### config.mk
export PLATFORM = sky130hd
export DESIGN_NAME = madt_processor_list_parser_flat
export DESIGN_NICKNAME = d
export VERILOG_FILES = /design/src/hdl/mplp_pkg.sv /design/src/hdl/mplp_in_if.sv /design/src/hdl/mplp_out_if.sv /design/src/hdl/mplp_parse.sv /design/src/hdl/mplp_result_fifo.sv /design/src/hdl/madt_processor_list_parser.sv /design/src/flat_wrapper.sv
export SDC_FILE = /design/constraint.sdc
export NUM_CORES = 2
export LEC_CHECK = 0
export BUFFER_PORTS_ARGS = -buffer_cell sky130_fd_sc_hd__buf_2
export CAP_MARGIN = 10
export CORE_UTILIZATION = 50
export DETAILED_ROUTE_END_ITERATION = 6
export MAX_ROUTING_LAYER = met4
export PLACE_DENSITY = 0.66
export SLEW_MARGIN = 20
export SYNTH_ARGS = -nofsm -noshare
export SYNTH_HDL_FRONTEND = slang
export SYNTH_SLANG_ARGS = --single-unit
### constraint.sdc
create_clock -name clk -period 7.6 [get_ports clk]
set_input_delay 0.38 -clock clk [delete_from_list [all_inputs] [get_ports clk]]
set_output_delay 0.38 -clock clk [all_outputs]
set_load 0.005 [all_outputs]
### src/hdl/mplp_pkg.sv
// mplp_pkg: types and constants shared by the madt processor list parser
// result record layout, table offsets and record type codes; no dependencies
package mplp_pkg;

  localparam logic [31:0] OFF_LEN_LO     = 32'd4;
  localparam logic [31:0] OFF_LEN_HI     = 32'd7;
  localparam logic [31:0] OFF_SIZE_READY = 32'd8;
  localparam logic [31:0] OFF_END_FIRST  = 32'd9;
  localparam logic [31:0] OFF_LAPIC_LO   = 32'd36;
  localparam logic [31:0] OFF_LAPIC_HI   = 32'd39;
  localparam logic [31:0] ENTRIES_START  = 32'd44;

  localparam logic [7:0] REC_LAPIC  = 8'd0;
  localparam logic [7:0] REC_X2APIC = 8'd9;

  localparam logic [7:0] LAPIC_ID_REL    = 8'd3;
  localparam logic [7:0] LAPIC_FLAG_REL  = 8'd4;
  localparam logic [7:0] LAPIC_LAST_REL  = 8'd7;
  localparam logic [7:0] LAPIC_MIN_SIZE  = 8'd8;
  localparam logic [7:0] X2_ID_LO_REL    = 8'd4;
  localparam logic [7:0] X2_ID_HI_REL    = 8'd7;
  localparam logic [7:0] X2_FLAG_REL     = 8'd8;
  localparam logic [7:0] X2_LAST_REL     = 8'd11;
  localparam logic [7:0] X2_MIN_SIZE     = 8'd12;
  localparam logic [7:0] REC_MIN_SIZE    = 8'd2;

  localparam logic [7:0] MAX_PROC_RESET = 8'd64;

  typedef enum logic {
    KIND_CPU     = 1'b0,
    KIND_SUMMARY = 1'b1
  } result_kind_t;

  typedef struct packed {
    result_kind_t result_kind;
    logic [31:0]  apic_id;
    logic         cpu_enabled;
    logic [31:0]  lapic_address;
    logic [7:0]   cpu_count;
    logic         list_truncated;
    logic         parse_ok;
    logic         last_of_run;
  } result_t;

  typedef struct packed {
    logic [1:0] n;
    result_t    first;
    result_t    second;
  } push_t;

endpackage

### src/hdl/mplp_in_if.sv
// mplp_in_if: byte channel into the madt processor list parser
// valid/ready handshake with table byte and start marker; no dependencies
interface mplp_in_if;
  logic       valid;
  logic       ready;
  logic [7:0] table_byte;
  logic       start_of_table;

  modport source (output valid, output table_byte, output start_of_table, input ready);
  modport sink   (input valid, input table_byte, input start_of_table, output ready);
endinterface

### src/hdl/mplp_out_if.sv
// mplp_out_if: result channel out of the madt processor list parser
// valid/ready handshake with processor and summary fields; no dependencies
interface mplp_out_if;
  logic        valid;
  logic        ready;
  logic        result_kind;
  logic [31:0] apic_id;
  logic        cpu_enabled;
  logic [31:0] lapic_address;
  logic [7:0]  cpu_count;
  logic        list_truncated;
  logic        parse_ok;
  logic        last_of_run;

  modport source (output valid, output result_kind, output apic_id, output cpu_enabled,
                  output lapic_address, output cpu_count, output list_truncated,
                  output parse_ok, output last_of_run, input ready);
  modport sink   (input valid, input result_kind, input apic_id, input cpu_enabled,
                  input lapic_address, input cpu_count, input list_truncated,
                  input parse_ok, input last_of_run, output ready);
endinterface

### src/hdl/mplp_parse.sv
// mplp_parse: input register, table walk state and per-byte result logic
// depends on mplp_pkg; produces up to two results per byte for the queue
module mplp_parse import mplp_pkg::*; (
  input  logic       clk,
  input  logic       rst_n,
  input  logic       in_transfer,
  input  logic [7:0] in_byte,
  input  logic       in_start,
  input  logic       cfg_wr_en,
  input  logic [7:0] cfg_wr_data,
  output push_t      push
);

  logic        stg_valid_r;
  logic [7:0]  stg_byte_r;
  logic        stg_start_r;
  logic [7:0]  max_r;

  logic [31:0] off_r, off_nxt;
  logic [31:0] tsize_r, tsize_nxt;
  logic [31:0] last_r, last_nxt;
  logic [31:0] rem_r, rem_nxt;
  logic [7:0]  rel_r, rel_nxt;
  logic [7:0]  rtype_r, rtype_nxt;
  logic [7:0]  rsize_r, rsize_nxt;
  logic [31:0] id_r, id_nxt;
  logic [1:0]  flag_r, flag_nxt;
  logic [31:0] lapic_r, lapic_nxt;
  logic [7:0]  kept_r, kept_nxt;
  logic        ovf_r, ovf_nxt;
  logic        halted_r, halted_nxt;
  logic        done_r, done_nxt;

  logic [31:0] o;
  logic [7:0]  b;
  logic [7:0]  size_eff;
  logic        fire;
  result_t     summ;

  always_ff @(posedge clk) begin
    if (!rst_n) begin
      stg_valid_r <= 1'b0;
      max_r       <= MAX_PROC_RESET;
      off_r       <= '0;
      tsize_r     <= '0;
      rel_r       <= '0;
      kept_r      <= '0;
      ovf_r       <= 1'b0;
      halted_r    <= 1'b0;
      done_r      <= 1'b1;
    end else begin
      stg_valid_r <= in_transfer;
      if (cfg_wr_en) begin
        max_r <= cfg_wr_data;
      end
      off_r    <= off_nxt;
      tsize_r  <= tsize_nxt;
      rel_r    <= rel_nxt;
      kept_r   <= kept_nxt;
      ovf_r    <= ovf_nxt;
      halted_r <= halted_nxt;
      done_r   <= done_nxt;
    end
  end

  always_ff @(posedge clk) begin
    if (in_transfer) begin
      stg_byte_r  <= in_byte;
      stg_start_r <= in_start;
    end
    last_r  <= last_nxt;
    rem_r   <= rem_nxt;
    rtype_r <= rtype_nxt;
    rsize_r <= rsize_nxt;
    id_r    <= id_nxt;
    flag_r  <= flag_nxt;
    lapic_r <= lapic_nxt;
  end

  always_comb begin
    off_nxt    = off_r;
    tsize_nxt  = tsize_r;
    last_nxt   = last_r;
    rem_nxt    = rem_r;
    rel_nxt    = rel_r;
    rtype_nxt  = rtype_r;
    rsize_nxt  = rsize_r;
    id_nxt     = id_r;
    flag_nxt   = flag_r;
    lapic_nxt  = lapic_r;
    kept_nxt   = kept_r;
    ovf_nxt    = ovf_r;
    halted_nxt = halted_r;
    done_nxt   = done_r;
    push       = '0;
    summ       = '0;
    o          = off_r;
    b          = stg_byte_r;
    size_eff   = rsize_r;
    fire       = 1'b0;

    if (stg_valid_r && (stg_start_r || !done_r)) begin
      if (stg_start_r) begin
        off_nxt    = '0;
        tsize_nxt  = '0;
        rel_nxt    = '0;
        rtype_nxt  = '0;
        rsize_nxt  = '0;
        id_nxt     = '0;
        flag_nxt   = '0;
        lapic_nxt  = '0;
        kept_nxt   = '0;
        ovf_nxt    = 1'b0;
        halted_nxt = 1'b0;
        done_nxt   = 1'b0;
      end
      o = off_nxt;

      if (o >= OFF_LEN_LO && o <= OFF_LEN_HI) begin
        tsize_nxt[{o[1:0], 3'b000} +: 8] = b;
      end else if (o >= OFF_LAPIC_LO && o <= OFF_LAPIC_HI) begin
        lapic_nxt[{o[1:0], 3'b000} +: 8] = b;
      end

      if (o == OFF_LEN_HI && tsize_nxt < ENTRIES_START) begin
        // table too short for any record
        lapic_nxt                = '0;
        summ.result_kind         = KIND_SUMMARY;
        summ.last_of_run         = 1'b1;
        push.first               = summ;
        push.n                   = 2'd1;
        done_nxt                 = 1'b1;
      end else begin
        if (o == OFF_SIZE_READY) begin
          last_nxt = tsize_r - 32'd1;
          rem_nxt  = tsize_r - ENTRIES_START;
        end

        // record walk: rem_r holds bytes from the current record start to table end
        if (o >= ENTRIES_START && !halted_r && (rem_r[31:1] != '0)) begin
          if (rel_r == '0) begin
            rtype_nxt = b;
            id_nxt    = '0;
            flag_nxt  = '0;
            rel_nxt   = 8'd1;
          end else begin
            if (rel_r == 8'd1) begin
              size_eff  = b;
              rsize_nxt = b;
            end
            if (rel_r == 8'd1 && (b < REC_MIN_SIZE || {24'd0, b} > rem_r)) begin
              halted_nxt = 1'b1;
            end else begin
              if (rtype_r == REC_LAPIC) begin
                if (rel_r == LAPIC_ID_REL) begin
                  id_nxt = {24'd0, b};
                end
                if (rel_r == LAPIC_FLAG_REL) begin
                  flag_nxt = b[1:0];
                end
                fire = (rel_r == LAPIC_LAST_REL) && (size_eff >= LAPIC_MIN_SIZE);
              end else if (rtype_r == REC_X2APIC) begin
                if (rel_r >= X2_ID_LO_REL && rel_r <= X2_ID_HI_REL) begin
                  id_nxt[{rel_r[1:0], 3'b000} +: 8] = b;
                end
                if (rel_r == X2_FLAG_REL) begin
                  flag_nxt = b[1:0];
                end
                fire = (rel_r == X2_LAST_REL) && (size_eff >= X2_MIN_SIZE);
              end

              if (fire) begin
                if (kept_r >= max_r) begin
                  ovf_nxt = 1'b1;
                end else begin
                  kept_nxt                    = 8'(kept_r + 8'd1);
                  push.first.result_kind      = KIND_CPU;
                  push.first.apic_id          = id_r;
                  push.first.cpu_enabled      = (flag_r != 2'b00);
                  push.first.lapic_address    = lapic_r;
                  push.first.cpu_count        = 8'(kept_r + 8'd1);
                  push.first.list_truncated   = ovf_r;
                  push.first.parse_ok         = 1'b1;
                  push.first.last_of_run      = 1'b1;
                  push.n                      = 2'd1;
                end
              end

              if (rel_r == 8'(size_eff - 8'd1)) begin
                rem_nxt = rem_r - {24'd0, size_eff};
                rel_nxt = '0;
              end else begin
                rel_nxt = 8'(rel_r + 8'd1);
              end
            end
          end
        end

        if (o >= OFF_END_FIRST && o == last_r) begin
          summ.result_kind    = KIND_SUMMARY;
          summ.lapic_address  = lapic_nxt;
          summ.cpu_count      = kept_nxt;
          summ.list_truncated = ovf_nxt;
          summ.parse_ok       = (kept_nxt != '0);
          summ.last_of_run    = 1'b1;
          done_nxt            = 1'b1;
          if (push.n == 2'd1) begin
            push.first.last_of_run = 1'b0;
            push.second            = summ;
            push.n                 = 2'd2;
          end else begin
            push.first = summ;
            push.n     = 2'd1;
          end
        end

        off_nxt = o + 32'd1;
      end
    end
  end

endmodule

### src/hdl/mplp_result_fifo.sv
// mplp_result_fifo: result queue taking up to two results per cycle
// depends on mplp_pkg; DEPTH must be a power of two, at least 4
module mplp_result_fifo import mplp_pkg::*; #(
  parameter int DEPTH = 8
) (
  input  logic                     clk,
  input  logic                     rst_n,
  input  push_t                    push,
  input  logic                     pop,
  output result_t                  head,
  output logic                     not_empty,
  output logic                     room,
  output logic [$clog2(DEPTH):0]   level
);

  localparam int AW = $clog2(DEPTH);

  result_t         mem_r [DEPTH];
  logic [AW-1:0]   wr_ptr_r, rd_ptr_r;
  logic [AW:0]     level_r;
  logic            do_pop;

  assign do_pop    = pop && (level_r != '0);
  assign head      = mem_r[rd_ptr_r];
  assign not_empty = (level_r != '0);
  // room for up to two results from the byte in the stage register plus two from a new byte
  assign room      = (level_r <= (AW + 1)'(DEPTH - 4));
  assign level     = level_r;

  always_ff @(posedge clk) begin
    if (!rst_n) begin
      wr_ptr_r <= '0;
      rd_ptr_r <= '0;
      level_r  <= '0;
    end else begin
      wr_ptr_r <= wr_ptr_r + AW'(push.n);
      rd_ptr_r <= rd_ptr_r + AW'(do_pop);
      level_r  <= level_r + (AW + 1)'(push.n) - (AW + 1)'(do_pop);
    end
  end

  always_ff @(posedge clk) begin
    if (push.n != 2'd0) begin
      mem_r[wr_ptr_r] <= push.first;
    end
    if (push.n == 2'd2) begin
      mem_r[AW'(wr_ptr_r + AW'(1))] <= push.second;
    end
  end

endmodule

### src/hdl/madt_processor_list_parser.sv
// madt_processor_list_parser: top level, one madt byte per transfer in
// path: a byte taken in is held in the stage register; its results are written into
//   the result queue, from whose head the first transfers out and a second follows it
// throughput: one byte per cycle; in_chan.ready drops while the result queue
//   holds more than RESULT_DEPTH-4 results
// reset: rst_n synchronous, active low; max_processors back to 64, queue empty, parser idle
module madt_processor_list_parser import mplp_pkg::*; #(
  parameter int RESULT_DEPTH = 8
) (
  input  logic         clk,
  input  logic         rst_n,
  mplp_in_if.sink      in_chan,
  mplp_out_if.source   out_chan,
  input  logic         cfg_wr_en,
  input  logic [7:0]   cfg_wr_data
);

  push_t                         push;
  result_t                       head;
  logic                          q_not_empty;
  logic                          q_room;
  logic [$clog2(RESULT_DEPTH):0] q_level;
  logic                          in_transfer;
  logic                          out_transfer;

  assign in_chan.ready = q_room;
  assign in_transfer   = in_chan.valid && q_room;
  assign out_transfer  = q_not_empty && out_chan.ready;

  mplp_parse u_parse (
    .clk         (clk),
    .rst_n       (rst_n),
    .in_transfer (in_transfer),
    .in_byte     (in_chan.table_byte),
    .in_start    (in_chan.start_of_table),
    .cfg_wr_en   (cfg_wr_en),
    .cfg_wr_data (cfg_wr_data),
    .push        (push)
  );

  mplp_result_fifo #(
    .DEPTH (RESULT_DEPTH)
  ) u_fifo (
    .clk       (clk),
    .rst_n     (rst_n),
    .push      (push),
    .pop       (out_chan.ready),
    .head      (head),
    .not_empty (q_not_empty),
    .room      (q_room),
    .level     (q_level)
  );

  assign out_chan.valid          = q_not_empty;
  assign out_chan.result_kind    = head.result_kind;
  assign out_chan.apic_id        = head.apic_id;
  assign out_chan.cpu_enabled    = head.cpu_enabled;
  assign out_chan.lapic_address  = head.lapic_address;
  assign out_chan.cpu_count      = head.cpu_count;
  assign out_chan.list_truncated = head.list_truncated;
  assign out_chan.parse_ok       = head.parse_ok;
  assign out_chan.last_of_run    = head.last_of_run;

  a_queue_bound: assert property (@(posedge clk) disable iff (!rst_n)
    q_level <= ($clog2(RESULT_DEPTH) + 1)'(RESULT_DEPTH))
    else $error("result queue overrun");

  a_summary_last: assert property (@(posedge clk) disable iff (!rst_n)
    (out_transfer && out_chan.result_kind == KIND_SUMMARY) |-> out_chan.last_of_run)
    else $error("summary not last of run");

  a_cpu_counted: assert property (@(posedge clk) disable iff (!rst_n)
    (out_transfer && out_chan.result_kind == KIND_CPU)
      |-> (out_chan.parse_ok && out_chan.cpu_count != 8'd0))
    else $error("processor result without count");

endmodule

### src/flat_wrapper.sv
// flat-port wrapper written by rule: the top's interface ports become plain ports
module madt_processor_list_parser_flat import mplp_pkg::*;
#(
  parameter int RESULT_DEPTH = 8
)
  (clk, rst_n, cfg_wr_en, cfg_wr_data, in_chan_valid, in_chan_table_byte, in_chan_start_of_table, in_chan_ready, out_chan_valid, out_chan_result_kind, out_chan_apic_id, out_chan_cpu_enabled, out_chan_lapic_address, out_chan_cpu_count, out_chan_list_truncated, out_chan_parse_ok, out_chan_last_of_run, out_chan_ready);
  mplp_in_if in_chan_i ();
  mplp_out_if out_chan_i ();
  input  logic clk;
  input  logic rst_n;
  input  logic cfg_wr_en;
  input  logic [7:0] cfg_wr_data;
  input wire logic [$bits(in_chan_i.valid)-1:0] in_chan_valid;
  input wire logic [$bits(in_chan_i.table_byte)-1:0] in_chan_table_byte;
  input wire logic [$bits(in_chan_i.start_of_table)-1:0] in_chan_start_of_table;
  output wire logic [$bits(in_chan_i.ready)-1:0] in_chan_ready;
  output wire logic [$bits(out_chan_i.valid)-1:0] out_chan_valid;
  output wire logic [$bits(out_chan_i.result_kind)-1:0] out_chan_result_kind;
  output wire logic [$bits(out_chan_i.apic_id)-1:0] out_chan_apic_id;
  output wire logic [$bits(out_chan_i.cpu_enabled)-1:0] out_chan_cpu_enabled;
  output wire logic [$bits(out_chan_i.lapic_address)-1:0] out_chan_lapic_address;
  output wire logic [$bits(out_chan_i.cpu_count)-1:0] out_chan_cpu_count;
  output wire logic [$bits(out_chan_i.list_truncated)-1:0] out_chan_list_truncated;
  output wire logic [$bits(out_chan_i.parse_ok)-1:0] out_chan_parse_ok;
  output wire logic [$bits(out_chan_i.last_of_run)-1:0] out_chan_last_of_run;
  input wire logic [$bits(out_chan_i.ready)-1:0] out_chan_ready;
  assign in_chan_i.valid = in_chan_valid;
  assign in_chan_i.table_byte = in_chan_table_byte;
  assign in_chan_i.start_of_table = in_chan_start_of_table;
  assign in_chan_ready = in_chan_i.ready;
  assign out_chan_valid = out_chan_i.valid;
  assign out_chan_result_kind = out_chan_i.result_kind;
  assign out_chan_apic_id = out_chan_i.apic_id;
  assign out_chan_cpu_enabled = out_chan_i.cpu_enabled;
  assign out_chan_lapic_address = out_chan_i.lapic_address;
  assign out_chan_cpu_count = out_chan_i.cpu_count;
  assign out_chan_list_truncated = out_chan_i.list_truncated;
  assign out_chan_parse_ok = out_chan_i.parse_ok;
  assign out_chan_last_of_run = out_chan_i.last_of_run;
  assign out_chan_i.ready = out_chan_ready;
  madt_processor_list_parser #(.RESULT_DEPTH(RESULT_DEPTH)) u_core (.clk(clk), .rst_n(rst_n), .in_chan(in_chan_i), .out_chan(out_chan_i), .cfg_wr_en(cfg_wr_en), .cfg_wr_data(cfg_wr_data));
endmodule
==> flow_metrics.py <==
metrics = {
    "run_status": {
        "outcome": "finished with violations",
        "violations": "design-rule violations",
    },
    "sta": {
        "final.min_clock_period_ns": 6.11,
        "rsz0062_at_grt": "no",
        "tns_ns": 0,
        "finalHoldViolCount": 0,
        "skew_ns": 0.0387,
        "maxSlewHeadroom_pct": 27.4,
        "finalCritPeriodShare_pct": 80.3,
        "slew_violations": 0,
        "setup-violations-final": 0,
        "worstMarginPinSlew_ns": 1.08,
        "timing.fmax_mhz": 164,
    },
    "critical_path": {
        "endpoint_kind": "flip-flop",
        "reg2reg_from": "u_core.u_parse.rem_r[14]",
        "start_kind": "flip-flop",
        "crit_fanout": 21,
        "critPathArrivalTime_ns": 6.51,
        "worstSetupPathType": "flip-flop to flip-flop",
        "cp.required_ns": 8.00,
        "reg2regPathDepth": 11,
        "critPathLaunch": "u_core.u_parse.rem_r[14]",
    },
    "logic_synthesis": {
        "yosysTopAreaCell": "edfxtp_1",
        "ys_types": 88,
        "yosys-top-cells-area": "edfxtp_1 34%, dfxtp_1 16%, mux4_2 7.8%",
        "synth-seq-cells": 873,
        "ys_warn_count": 0,
        "synth.most_common_cell": "nand2_1",
        "synth_edf_count": 507,
        "syn_area_per_cell_um2": 10.2,
        "netlist_area_um2": 44600,
        "synthArstFlopShare_pct": 0,
        "synth_common_cells": "718 x nand2_1, 507 x edfxtp_1, 366 x dfxtp_1",
        "syn-instance-count": 4353,
        "synth_fp_nets": 4433,
        "yosys.area.top_type_share_pct": 34.1,
        "synth-main-ff-cell": "edfxtp_1",
        "ys_seq_area_share_pct": 50.6,
    },
    "drt": {
        "vias": 35800,
        "wirelength_mm": 138,
        "postRouteAntennaNets": 0,
        "drc": 1,
        "via_per_inst": 6.52,
        "wire_per_inst_um": 25.1,
        "drtPass1Iterations": 7,
        "dr.first_iter.drc_count": 4150,
    },
    "cells_and_area": {
        "final_layout_size_suffix_gt1_share_pct": 16.2,
        "syn_to_final_growth_pct": 10.7,
        "fin_area_um2": 49300,
        "nets": 4324,
    },
    "clock_network": {
        "htreeDepth": 3,
        "clkTransAtPathRegs_ns": 0.06,
        "cts_tree": "yes",
        "numCtsBuffers": 94,
        "clock_path_buffers": 3,
        "clk-insertion-delay-late_ns": 0.69,
        "cts_setup_buffers": 0,
        "clock-sinks": 873,
        "cts_root_buffer": "clkbuf_16",
    },
    "placed_design": {
        "portBuffers": 100,
        "gp_congestion": 0.911,
        "dpl_cell_area_um2": 45900,
        "dp_hpwl_mm": 82.1,
    },
    "floorplan": {
        "die_y_um": 301,
        "rows": 109,
        "start_util_pct": 50.5,
        "die_w_um": 301,
        "die_area_um2": 90400,
        "boundaryPins": 101,
        "fp.coreArea_um2": 88400,
    },
    "grt": {
        "grt-ovfl-total": 0,
        "grt_max_degree": 130,
        "grt_first_pass_wirelength_mm": 209,
        "grt_pass1_vias": 34000,
        "antenna_found_initial": 1,
        "grtUsageTotal_pct": 30.9,
    },
    "hold_path": {
        "min_from": "rst_n",
        "whs_path_depth": 2,
        "hp-class": "input pin to flip-flop",
    },
    "power_and_ir_drop": {
        "power.density_nw_per_um2": 227,
        "worst_ir_drop_vdd_mv": 0.306,
        "power.leakage_uw": 0.0147,
    },
    "flow_run": {
        "cap_viol_max_count": 0,
    },
}
## placed cells by master (no fill, tap or decap), drive strengths merged, types with 34 or more instances in the layout
cell and n:
and2 86, nor4 40, a21oi 294, mux4 154, nand2 718, a22oi 73, nor2b 63, clkinv 35
edfxtp 507, or2 34, nand3 90, o21ai 178, clkbuf 130, nor3 69, buf 197, dfxtp 366
o22ai 323, nor2 212, xnor2 64, mux2 82, xor2 57, ha 55, inv 72
## path summary, 6_finish.rpt
| check | end | slack (ns) |
|---|---|---|
| worst max-delay path | u_core.u_fifo.mem_r[4][33] | 1.49 |
| worst max register to register | u_core.u_fifo.mem_r[4][33] | 1.49 |
| worst min-delay path | u_core.u_parse.max_r[6] | 0.07 |
| worst min register to register | u_core.u_fifo.mem_r[3][74] | 0.45 |
## power breakdown
part	leakage, uW	switching (uW)	internal (uW)	total, uW
clock network	0.00158	2000	2770	4760
logic	0.00639	756	456	1210
registers	0.00672	144	5070	5220
total	0.0147	2900	8300	11200
## per-stage QoR
step	hold slack, ns	cells	utilization [%]	setup slack, ns	total power [uW]
after floorplan	0.429	4353	-	1.43	6120
after global placement	0.435	5296	52.0	1.77	6500
after detailed placement	0.440	5296	52.0	1.65	6510
after CTS	0.0657	5487	55.8	1.64	11200
after global routing	0.0953	5489	55.8	1.13	11500
final	0.0679	5489	55.8	1.49	11200
## cell families after synthesis
group                    synth area share [%]
AO/OA/AOI/OAI                            15.0
XOR/XNOR                                 2.48
adder cells (fa/ha/maj)                  1.68
buffers and inverters                    4.25
flip-flops                               50.6
multiplexers                             10.2
AND/OR/NAND/NOR                          15.8
## state kept, by name, indices dropped and copies added, names as in the netlist, 3 cells and up
signal                  count
u_core.u_fifo.level         4
u_core.u_fifo.mem_r       616
u_core.u_fifo.rd_ptr_r      3
u_core.u_fifo.wr_ptr_r      3
u_core.u_parse.b            8
u_core.u_parse.id_r        32
u_core.u_parse.kept_r       8
u_core.u_parse.lapic_r     32
u_core.u_parse.last_r      32
u_core.u_parse.max_r        8
u_core.u_parse.off_r       32
u_core.u_parse.rel_r        8
u_core.u_parse.rem_r       32
u_core.u_parse.rsize_r      8
u_core.u_parse.rtype_r      8
u_core.u_parse.tsize_r     32
## final cells by class
type                       count  area [um^2]
clock inverter                45          484
tap                         1165         1460
inverter                      71          269
antenna                        1         2.50
multi-input combinational   2991        20400
fill                        7544        39000
sequential                   873        22600
timing repair buffer         213         1460
clock buffer                 130         2730
## routing by layer
metal	wire length (um)	track usage (%)	vias to the layer above	part of all wire, %
li1	-	-	15900	-
met1	57400	42.3	17600	42
met2	63000	47.1	1981	46
met3	12600	4.38	336	9.1
met4	4620	10.9	0	3.4
met5	0	-	-	0
## critical path, cell delays in order, from the launching register on
cell      delay, ns
edfxtp_1       0.45
or4_4          0.58
or4b_4         0.54
nor4_2         0.53
or3_1          0.38
or3_1          0.45
inv_1          0.13
ha_1           0.25
nand2b_1       0.56
o21ai_4        0.86
nand2_2        0.66
buf_4          0.43
## repair_timing
action,in CTS,in global routing
endpoints found under the setup margin,0,0
gates resized for setup,0,0
hold buffers,16,0
endpoints found under the hold margin,16,0
(Power assumes the default switching activity.)
